==> src/rtl/core/gwde_pkg.sv <==
// ----------------------------------------------------------------------------
// gwde_pkg
// Types and constants shared by the gapped window difference energy filter.
// ----------------------------------------------------------------------------
package gwde_pkg;

	localparam int SUM_W      = 24;
	localparam int IDX_W      = 12;
	localparam int LAG_W      = 9;
	localparam int LAG_MAX    = 382;
	localparam int CFG_IDX_W  = 2;
	localparam int CFG_DATA_W = 12;

	localparam int OUTQ_DEPTH = 8;
	localparam int OUTQ_AW    = 3;
	localparam int OUTQ_LW    = 4;

	localparam logic [6:0]       WINDOW_LEN_RST = 7'd33;
	localparam logic [6:0]       GAP_LEN_RST    = 7'd15;
	localparam logic [IDX_W-1:0] RECORD_LEN_RST = 12'd2000;

	typedef enum logic [CFG_IDX_W-1:0] {
		CFG_WINDOW_LEN = 2'd0,
		CFG_GAP_LEN    = 2'd1,
		CFG_RECORD_LEN = 2'd2
	} cfg_reg_t;

	// derived settings, all from the register file
	typedef struct packed {
		logic [IDX_W-1:0] lastn;  // last sample number of a record
		logic [LAG_W-1:0] span;   // 2L+G
		logic [7:0]       lag_a;  // L+1
		logic [7:0]       lag_b;  // L+G
		logic [LAG_W-1:0] lag_c;  // 2L+G+1
	} cfg_t;

	typedef struct packed {
		logic                    last;
		logic signed [SUM_W-1:0] peak;
		logic signed [SUM_W-1:0] energy;
	} result_t;

endpackage

==> src/rtl/core/gwde_cfg.sv <==
// ----------------------------------------------------------------------------
// gwde_cfg
// Register file for window, gap and record length, and the derived lags.
// ----------------------------------------------------------------------------
module gwde_cfg
	import gwde_pkg::*;
(
	input  logic                  clk,
	input  logic                  arst_n,
	input  logic                  cfg_valid,
	output logic                  cfg_ready,
	input  logic [CFG_IDX_W-1:0]  cfg_index,
	input  logic [CFG_DATA_W-1:0] cfg_data,
	output cfg_t                  cfg
);

	logic [6:0]       window_len_q;
	logic [6:0]       gap_len_q;
	logic [IDX_W-1:0] record_len_q;
	logic [LAG_W-1:0] span;

	assign cfg_ready = 1'b1;

	always_ff @(posedge clk or negedge arst_n) begin
		if (!arst_n) begin
			window_len_q <= WINDOW_LEN_RST;
			gap_len_q    <= GAP_LEN_RST;
			record_len_q <= RECORD_LEN_RST;
		end else if (cfg_valid && cfg_ready) begin
			case (cfg_reg_t'(cfg_index))
				CFG_WINDOW_LEN: window_len_q <= cfg_data[6:0];
				CFG_GAP_LEN:    gap_len_q    <= cfg_data[6:0];
				CFG_RECORD_LEN: record_len_q <= cfg_data;
				default: ;
			endcase
		end
	end

	assign span = {1'b0, window_len_q, 1'b0} + {2'b00, gap_len_q};

	always_comb begin
		cfg.lastn = (record_len_q == '0) ? '0 : record_len_q - 1'b1;
		cfg.span  = span;
		cfg.lag_a = {1'b0, window_len_q} + 8'd1;
		cfg.lag_b = {1'b0, window_len_q} + {1'b0, gap_len_q};
		cfg.lag_c = span + 9'd1;
	end

endmodule

==> config.mk <==
export PLATFORM = sky130hd
export DESIGN_NAME = gwde_cfg
export DESIGN_NICKNAME = d
export VERILOG_FILES = /design/src/rtl/core/gwde_pkg.sv /design/src/rtl/core/gwde_cfg.sv
export SDC_FILE = /design/constraint.sdc
export NUM_CORES = 1
export LEC_CHECK = 0
export BUFFER_PORTS_ARGS = -buffer_cell sky130_fd_sc_hd__buf_2
export CORE_UTILIZATION = 51
export CTS_CLUSTER_DIAMETER = 150
export DETAILED_ROUTE_END_ITERATION = 8
export PLACE_DENSITY = 0.77
export SKIP_LAST_GASP = 1
export SLEW_MARGIN = 25
export SYNTH_ARGS = -nofsm -noshare
export SYNTH_HDL_FRONTEND = slang
export SYNTH_SLANG_ARGS = --single-unit
==> constraint.sdc <==
create_clock -name clk -period 3.6 [get_ports clk]
set_input_delay 1.08 -clock clk [delete_from_list [all_inputs] [get_ports clk]]
set_output_delay 1.08 -clock clk [all_outputs]
set_load 0.1 [all_outputs]
==> impl_metrics.env <==
export IMPL_holdCritPathClass="reg -> reg"
export IMPL_layout_drive_gt1_share=0.600
export IMPL_synth_seq_cells=26
export IMPL_synthCells=203
export IMPL_dr_pass1_iters=4
export IMPL_cap_violations=0
export IMPL_chipHeight_um=65.2
export IMPL_synth_top_family_by_area="simple AND/OR/NAND/NOR gates"
export IMPL_required_ns=2.52
export IMPL_portBuffers=62
export IMPL_cts_tree="built"
export IMPL_track_usage=0.249
export IMPL_min_period_ns=3.69
export IMPL_n_fill_cell=202
export IMPL_met2WireLength_mm=2.84
export IMPL_root_buffer="clkbuf_8"
export IMPL_dp_cells=319
export IMPL_synth_xor_area_frac=0.112
export IMPL_grt_pass1_vias=1701
export IMPL_synth_area_top_cells="dfrtp_1 (17%), dfstp_2 (15%), mux2_2 (13%)"
export IMPL_fmax_mhz=271
export IMPL_worst_pin_slew_ns=0.625
export IMPL_synth_fp_nets=239
export IMPL_postRouteWirelength_mm=5.55
export IMPL_clkLatencyLatePin_ns=0.27
export IMPL_top_layer_used="met4"
export IMPL_syn_avg_cell_area_um2=10.0
export IMPL_endpoint_kind="output pin"
export IMPL_yosys_area_top_type_share=0.172
export IMPL_synth_edf_count=0
export IMPL_syn2layout_area_growth_pct=55.4
export IMPL_rsz0062_at_grt="true"
export IMPL_yosysMostFrequentCell="mux2_2"
export IMPL_multi_input_area_um2=1650
export IMPL_final_period_utilization=1.03
export IMPL_antennaDiodeCount=0
export IMPL_arrival_ns=2.61
export IMPL_post_synth_num_cell_types=40
export IMPL_finalNonFillerCells=333
export IMPL_grt_overflow=0
export IMPL_route_met3_wl_um=264
export IMPL_synth_main_ff_cell="dfrtp_1"
export IMPL_muxShareOfSynthArea=0.145
export IMPL_wl_met1_mm=2.41
export IMPL_violations="negative setup slack"
export IMPL_fp_row_count=22
export IMPL_slew_limit_headroom=0.582
export IMPL_htree_levels=1
export IMPL_antenna_found_initial=0
export IMPL_clockBufferDepth=2
export IMPL_critPathKind="reg -> out"
export IMPL_ant_nets=0
export IMPL_clock_sinks=26
export IMPL_vias=1816
export IMPL_die_area_um2=4250
export IMPL_final_max_slew_viol_count=0
export IMPL_routedWlPerCell_um=16.7
export IMPL_dr_first_iter_drc_count=99
export IMPL_ys_warn_count=0
export IMPL_die_x_um=65.2
export IMPL_routabilityCongestion=0.864
export IMPL_hold_viol=0
export IMPL_synth_compound_area_frac=0.0775
export IMPL_floorplan_initialDensity=0.543
export IMPL_yosys_area_top_type="dfrtp_1"
export IMPL_via_per_inst=5.45
export IMPL_cts_buffers=3
export IMPL_ys_seq_area_frac=0.327
export IMPL_setup_viol=15
export IMPL_fin_nets=322
export IMPL_synth_fa_ha_area_frac=0.124
export IMPL_synthSimpleGateAreaFrac=0.177
export IMPL_clk_pin_slew_ns=0.09
export IMPL_worstPathMaxFanout=11
export IMPL_fin_skew_ns=0
export IMPL_coreArea_um2=3740
export IMPL_ios=64
export IMPL_outcome="finished with violations"
export IMPL_grt_start_max_net_pins=27
export IMPL_hpwl_mm=3.67
export IMPL_drc=0
export IMPL_grt_pass1_wl_mm=8.14
export IMPL_seq_area_um2=667
export IMPL_ctsHoldBuffers=0
export IMPL_start_kind="flip-flop"
export IMPL_synthArstFlopShare=1.00
export IMPL_setup_slack_ns=-0.0904
export IMPL_ys_top_cells_by_count="mux2_2 (24), nor2_1 (23), xnor2_1 (19), ha_1 (17), dfrtp_1 (14)"
export IMPL_syn_area_um2=2030
flip-flops by register name, indices dropped and copies added (netlist names):
name,flops
gap_len_q,7
window_len_q,7
record_len_q,12
metal layers:
layer  vias to the layer above  track usage
met5                         -            0
met2                        52        0.401
met4                         0       0.0299
met1                       890        0.358
li1                        870            -
met3                         4       0.0451
kinds of logic after synthesis:
kind of cell             after synthesis
buffers and inverters                 15
adder cells (fa/ha/maj)               19
multiplexers                          26
flip-flops                            26
other                                  1
AO/OA/AOI/OAI                         26
XOR/XNOR                              26
AND/OR/NAND/NOR                       64
area by class of cell:
class,instances,area share
multi-input cells,162,0.520
clock buffers,3,0.0131
repair buffers,82,0.214
clock inverters,1,0.00950
inverters,11,0.0131
well taps,48,0.0190
flip-flops and latches,26,0.211
cells in the final DEF, fill, tap and decap left out, types with 2 or more instances in the layout:
cell type	instances
nor2_1	18
o21ai_0	6
xor2_4	3
xnor2_2	2
ha_1	11
mux2_2	24
nor2b_1	4
nand3b_1	2
buf_6	15
a211oi_4	3
buf_12	9
o21ai_2	3
buf_2	43
ha_2	2
clkbuf_8	3
dfrtp_1	13
ha_4	4
xor2_1	2
nor2_2	4
xnor2_4	5
o21a_1	2
dfstp_2	12
nand2_1	6
xor2_2	2
inv_1	10
a21oi_2	2
fa_2	2
buf_4	15
and3_1	3
nor3_1	5
xnor2_1	12
a21oi_1	5
nand3_1	5
or3_4	2
what timing repair did:
| item | 4_1_cts | 5_1_grt |
|---|---|---|
| pin swaps | 6 | 16 |
| buffers inserted | 5 | 5 |
| resized for setup | 27 | 17 |
| endpoints found under the setup margin | 16 | 18 |
per-stage QoR:
stage	cell area (um^2)	setup WS, ns	TNS (ns)	hold WS [ns]	utilization
floorplan	2310	-0.705	-2.19	0.503	-
global placement	2850	0.141	0	0.524	0.761
detailed placement	2850	0.128	0	0.547	0.761
CTS	3040	-0.0490	-0.423	0.574	0.811
global route	3160	-0.159	-2.15	0.585	0.845
finish	3160	-0.0904	-0.973	0.565	0.845
path summary, 6_finish.rpt:
check	from	to	slack [ns]	cells past startpoint
min in group asynchronous	arst_n	record_len_q[5]	0.79	1
setup reg to reg	window_len_q[0]	window_len_q[0]	2.49	2
hold / removal	record_len_q[1]	record_len_q[1]	0.57	1
setup / recovery	record_len_q[4]	cfg[41]	-0.09	7
max in group asynchronous	arst_n	window_len_q[1]	2.40	1
hold reg to reg	record_len_q[1]	record_len_q[1]	0.57	1
critical path, stage by stage (launching register included):
cell	delay, ns
dfstp_2	0.41
or4_4	0.52
or3_4	0.35
or3_4	0.36
nor4b_4	0.24
buf_6	0.18
nor2_1	0.08
buf_6	0.19
Power is left out: the tool's default activity adds up to more than one toggle a clock period on the data nets, which glitch-free logic cannot reach.
