`config.mk`:
```
export PLATFORM = sky130hd
export DESIGN_NAME = gwde_outq
export DESIGN_NICKNAME = d
export VERILOG_FILES = /design/src/rtl/core/gwde_pkg.sv /design/src/rtl/core/gwde_outq.sv
export SDC_FILE = /design/constraint.sdc
export NUM_CORES = 1
export LEC_CHECK = 0
export BUFFER_PORTS_ARGS = -buffer_cell sky130_fd_sc_hd__buf_2
export CAP_MARGIN = 20
export CORE_ASPECT_RATIO = 1.1
export CORE_MARGIN = 2
export CORE_UTILIZATION = 64
export DETAILED_ROUTE_END_ITERATION = 8
export PLACE_DENSITY = 0.86
export SLEW_MARGIN = 25
export SYNTH_ARGS = -nofsm -noshare
export SYNTH_HDL_FRONTEND = slang
export SYNTH_SLANG_ARGS = --single-unit
```
`constraint.sdc`:
```
create_clock -name clk -period 8.3 [get_ports clk]
set_input_delay 2.075 -clock clk [delete_from_list [all_inputs] [get_ports clk]]
set_output_delay 2.075 -clock clk [all_outputs]
set_load 0.02 [all_outputs]
```
`src/rtl/core/gwde_pkg.sv`:
```
// ----------------------------------------------------------------------------
// gwde_pkg
// Types and constants shared by the gapped window difference energy filter.
// ----------------------------------------------------------------------------
package gwde_pkg;

	localparam int SUM_W      = 24;
	localparam int IDX_W      = 12;
	localparam int LAG_W      = 9;
	localparam int LAG_MAX    = 382;
	localparam int CFG_IDX_W  = 2;
	localparam int CFG_DATA_W = 12;

	localparam int OUTQ_DEPTH = 8;
	localparam int OUTQ_AW    = 3;
	localparam int OUTQ_LW    = 4;

	localparam logic [6:0]       WINDOW_LEN_RST = 7'd33;
	localparam logic [6:0]       GAP_LEN_RST    = 7'd15;
	localparam logic [IDX_W-1:0] RECORD_LEN_RST = 12'd2000;

	typedef enum logic [CFG_IDX_W-1:0] {
		CFG_WINDOW_LEN = 2'd0,
		CFG_GAP_LEN    = 2'd1,
		CFG_RECORD_LEN = 2'd2
	} cfg_reg_t;

	// derived settings, all from the register file
	typedef struct packed {
		logic [IDX_W-1:0] lastn;  // last sample number of a record
		logic [LAG_W-1:0] span;   // 2L+G
		logic [7:0]       lag_a;  // L+1
		logic [7:0]       lag_b;  // L+G
		logic [LAG_W-1:0] lag_c;  // 2L+G+1
	} cfg_t;

	typedef struct packed {
		logic                    last;
		logic signed [SUM_W-1:0] peak;
		logic signed [SUM_W-1:0] energy;
	} result_t;

endpackage

```
`src/rtl/core/gwde_outq.sv`:
```
// ----------------------------------------------------------------------------
// gwde_outq
// Result queue between the filter pipeline and the output stream.
// ----------------------------------------------------------------------------
module gwde_outq
	import gwde_pkg::*;
(
	input  logic               clk,
	input  logic               arst_n,
	input  logic               push,
	input  result_t            push_data,
	output logic               out_valid,
	input  logic               out_ready,
	output result_t            out_data,
	output logic [OUTQ_LW-1:0] level
);

	result_t              mem_q [OUTQ_DEPTH];
	logic [OUTQ_AW-1:0]   wr_q;
	logic [OUTQ_AW-1:0]   rd_q;
	logic [OUTQ_LW-1:0]   cnt_q;
	logic                 pop;

	assign out_valid = (cnt_q != '0);
	assign out_data  = mem_q[rd_q];
	assign level     = cnt_q;
	assign pop       = out_valid && out_ready;

	always_ff @(posedge clk) begin
		if (push) begin
			mem_q[wr_q] <= push_data;
		end
	end

	always_ff @(posedge clk or negedge arst_n) begin
		if (!arst_n) begin
			wr_q  <= '0;
			rd_q  <= '0;
			cnt_q <= '0;
		end else begin
			if (push) begin
				wr_q <= wr_q + 1'b1;
			end
			if (pop) begin
				rd_q <= rd_q + 1'b1;
			end
			cnt_q <= cnt_q + OUTQ_LW'(push) - OUTQ_LW'(pop);
		end
	end

endmodule

```
==> summary by stage <==
Detailed routing
The final layout contains routed wiring with a total length of 29.3 mm. The number of nets with antenna violations after detailed routing is 0. The routed wire length per instance is 27.0 um.

After the first detailed-routing iteration, the DRC count stood at 574. The ratio of routed vias to standard cells is 6.30. Before antenna repair, the detailed router went through 5 iterations.

The number of vias in the routed layout is 6831. The remaining design rule violation count is 0.

Setup path
The kind of launch point of the worst setup path is a flop. The critical path's largest stage delay is 850 ps. The slowest stage of the critical path is the dfrtp_4 cell.

For the worst setup path, the data arrival time is 3260 ps. The worst register-to-register path begins at level[2]. The critical-path maximum fanout is 42.

The type of destination of the critical path is an output pin. By startpoint and endpoint, the worst setup path is classified as reg -> out. Traced cell by cell, the critical path runs through buf_4 -> mux4_2 -> mux2_2 -> buf_2. The number of cells traversed by the worst register-to-register path is 11.

The reg2reg setup slack is 5740 ps. The startpoint of the worst setup timing path is rd_q[0]. The critical path data required time is 6230 ps. The end of the worst register-to-register path is level[1].

Hold path
The cell count of the worst hold path is 1. The worst hold path terminates at wr_q[1]. The min-delay analysis places its worst path in the category reg -> reg. In this run the most critical hold path is launched from wr_q[1].

Logic synthesis
The number of warning messages in the yosys log is 0. The mean instance size in the synthesized netlist is 24.6 um2. Synthesis produced 621 cells. After synthesis, the share of flip-flops with an asynchronous set or reset is 2.49%.

The synthesis-stage register bit count is 402. The count of flip-flops with a built-in enable after synthesis is 392. After synthesis, the most frequently instantiated cells are edfxtp_1 (392), mux4_2 (98), mux2_2 (51), clkbuf_1 (12), buf_2 (11). Synthesis instantiated 22 different standard cells from the library. By area the synthesized netlist is led by edfxtp_1 (77%), mux4_2 (14%), mux2_2 (3.8%), dfrtp_1 (1.6%), ha_1 (0.57%). The synthesized area is 15200 um2. The net count of the mapped netlist is 682. The leading register cell type out of synthesis is edfxtp_1. The most frequent cell after synthesis is edfxtp_1. The share of the Yosys chip area taken by registers is 78.8%. The cell type contributing the most total cell area after synthesis is edfxtp_1.

The fraction of synthesized cell area taken by the top area cell type is 77.2%.

Clock network
No sink is reached through more buffers than the 3 on the longest clock path. The buffer count from post-CTS setup fixing is 0. In this run, post-CTS hold repair placed 0 buffers. The clock reaches the later pin of the worst-skew pair after 520 ps.

Clock-pin slew was measured on the worst setup and hold paths at 60 ps. The tree is rooted in a clkbuf_16. TritonCTS built the clock tree.

The number of gates given a new drive strength after cts is 0. The maximum level of the CTS H-tree is 2. The tree built by TritonCTS fans out to 402 sinks.

The TritonCTS buffer count is 38.

Global route
The global router's overall resource usage is 24.4%. Entering global routing, the biggest net connects 89 pins. The number of antenna violations at the first check in global routing is 4. After global routing the overflow that remains totals 0. The number of global-route vias before repair is 7406. The first-pass GRT wire length is 44.4 mm.

Floorplan
The initial utilization of the core area, before any placement, comes to 64.8%. The die covers 25100 um2. The floorplan step set the die width to 151 um.

The overall die height is 166 um. The floorplan has 59 rows. The area of the core region is 23500 um2.

The I/O pin count is 107.

Placed design
The congestion estimate from routability-driven global placement came to 0.762. The instance area at placement is 16200 um2. The half-perimeter wire length after detailed placement is 15.6 mm. The number of input and output port buffers inserted is 106.

Finish
The post-route netlist has 43.6% of its cells at a drive strength greater than 1. The layout filler cell count is 1206. With fillers left out, the area of the finished cells amounts to 17400 um2. The multi-input combinational cells in the finished layout cover a total of 3090 um2. The combined flip-flop and latch cell area is 12000 um2. The count of nets after finishing is 814. The layout-stage area growth over the synthesis result is 14.2%. Cells fill 74.0% of the core in the end.

STA
The max-slew violation count came to 0. Hold timing on the final database bottoms out at a slack of 615 ps. In the finished design, the share of the clock period the worst path needs comes to 64.3%. The total negative setup slack is 0 ps. Headroom to the max-slew limit came out at 39.4%. The setup skew after layout is 23.7 ps.

At the pin with the least slew margin, the transition time is 909 ps. Derived from the worst setup path, the maximum achievable clock frequency is 187 MHz. The hold violation count in the final report was 0.

Setup repair after global routing left no endpoint under its margin. Setup violations remaining at the end of the flow were counted as 0. The final period demand of the worst path is 5340 ps.

Job
Across the run, the number of max-cap violations was 0.

Outcome
The flow ran to the end, and the final reports show no timing, DRC or antenna violations.

Power and ir drop
The power per standard cell area is 368 nW/um2. VDD sags by at most 323 uV. The completed layout was analyzed and its total power is 6.40 mW.

For this design the static power due to leakage is 5.76 nW.
routing by layer:
layer  vias up  wire length (um)  track usage, %
met3        69              2030            3.93
met2       321             15500            41.3
li1       2897                 -               -
met5         -                26               0
met1      3540             10800            32.7
met4         4               925            8.70
through the flow:
stage          instances  setup WS (ps)
2_1_floorplan        621           2270
3_3_place_gp        1018           3510
3_5_place_dp        1018           3420
4_1_cts             1083           2850
5_1_grt             1085           2690
6_report            1085           2960
sequential cells by signal, summed over array words and instances, names as in the netlist:
signal	cells
mem_q	392
level	4
rd_q	3
wr_q	3
power breakdown:
part           switching (mW)  internal [mW]
sequential              0.160           2.56
combinational            1.08          0.891
clock                   0.700           1.02
total                    1.94           4.47
cells in the final DEF (no fill, tap or decap), types with 3 or more instances in the layout:
master | Yosys | final
buf_4 | 0 | 13
inv_1 | 9 | 9
nor2_4 | 0 | 6
buf_2 | 11 | 106
clkbuf_16 | 0 | 39
nand2_1 | 4 | 4
edfxtp_1 | 392 | 392
clkinvlp_4 | 0 | 3
mux4_2 | 98 | 98
clkinv_2 | 0 | 9
mux2_2 | 51 | 51
nand2b_1 | 3 | 3
dfrtp_1 | 10 | 7
clkbuf_1 | 12 | 6
xnor2_1 | 4 | 4
ha_1 | 7 | 7
bufinv_16 | 0 | 5
worst max-delay path: cells and delay by family, from the launching register on:
| family | cells | cell delay (ps) |
|---|---|---|
| flip-flops | 1 | 850 |
| buffers and inverters | 2 | 910 |
| multiplexers | 2 | 920 |
logic make-up (layout without fill, tap and decap cells):
family          after synthesis  in the layout  synth area share, %
mux                         149            149                 18.2
flops                       402            402                 78.8
buf+inv                      37            194                 1.26
compound gates                2              2               0.0820
other cells                   0              2                    0
fa+ha+maj                     8              8                0.706
simple gates                 17             17                0.525
xor+xnor                      6              6                0.345
layout make-up:
type / count / area share [%]
Antenna cell: 2 / 0.0287
Tap cell: 305 / 2.19
Timing Repair Buffer: 120 / 3.67
Clock inverter: 20 / 1.37
Sequential cell: 402 / 69.1
Inverter: 9 / 0.194
Clock buffer: 45 / 5.73
Multi-Input combinational cell: 182 / 17.7
worst max path at each step:
stage | endpoint | slack [ps] | cells past startpoint
6_report | out_data[30] | 2960 | 4
5_1_grt | out_data[30] | 2690 | 4
4_1_cts | out_data[30] | 2850 | 4
3_5_place_dp | out_data[30] | 3420 | 4
3_3_place_gp | out_data[35] | 3510 | 4
2_1_floorplan | mem_q[0][0] | 2270 | 2
Note: power is estimated with default switching activity, not from simulation.
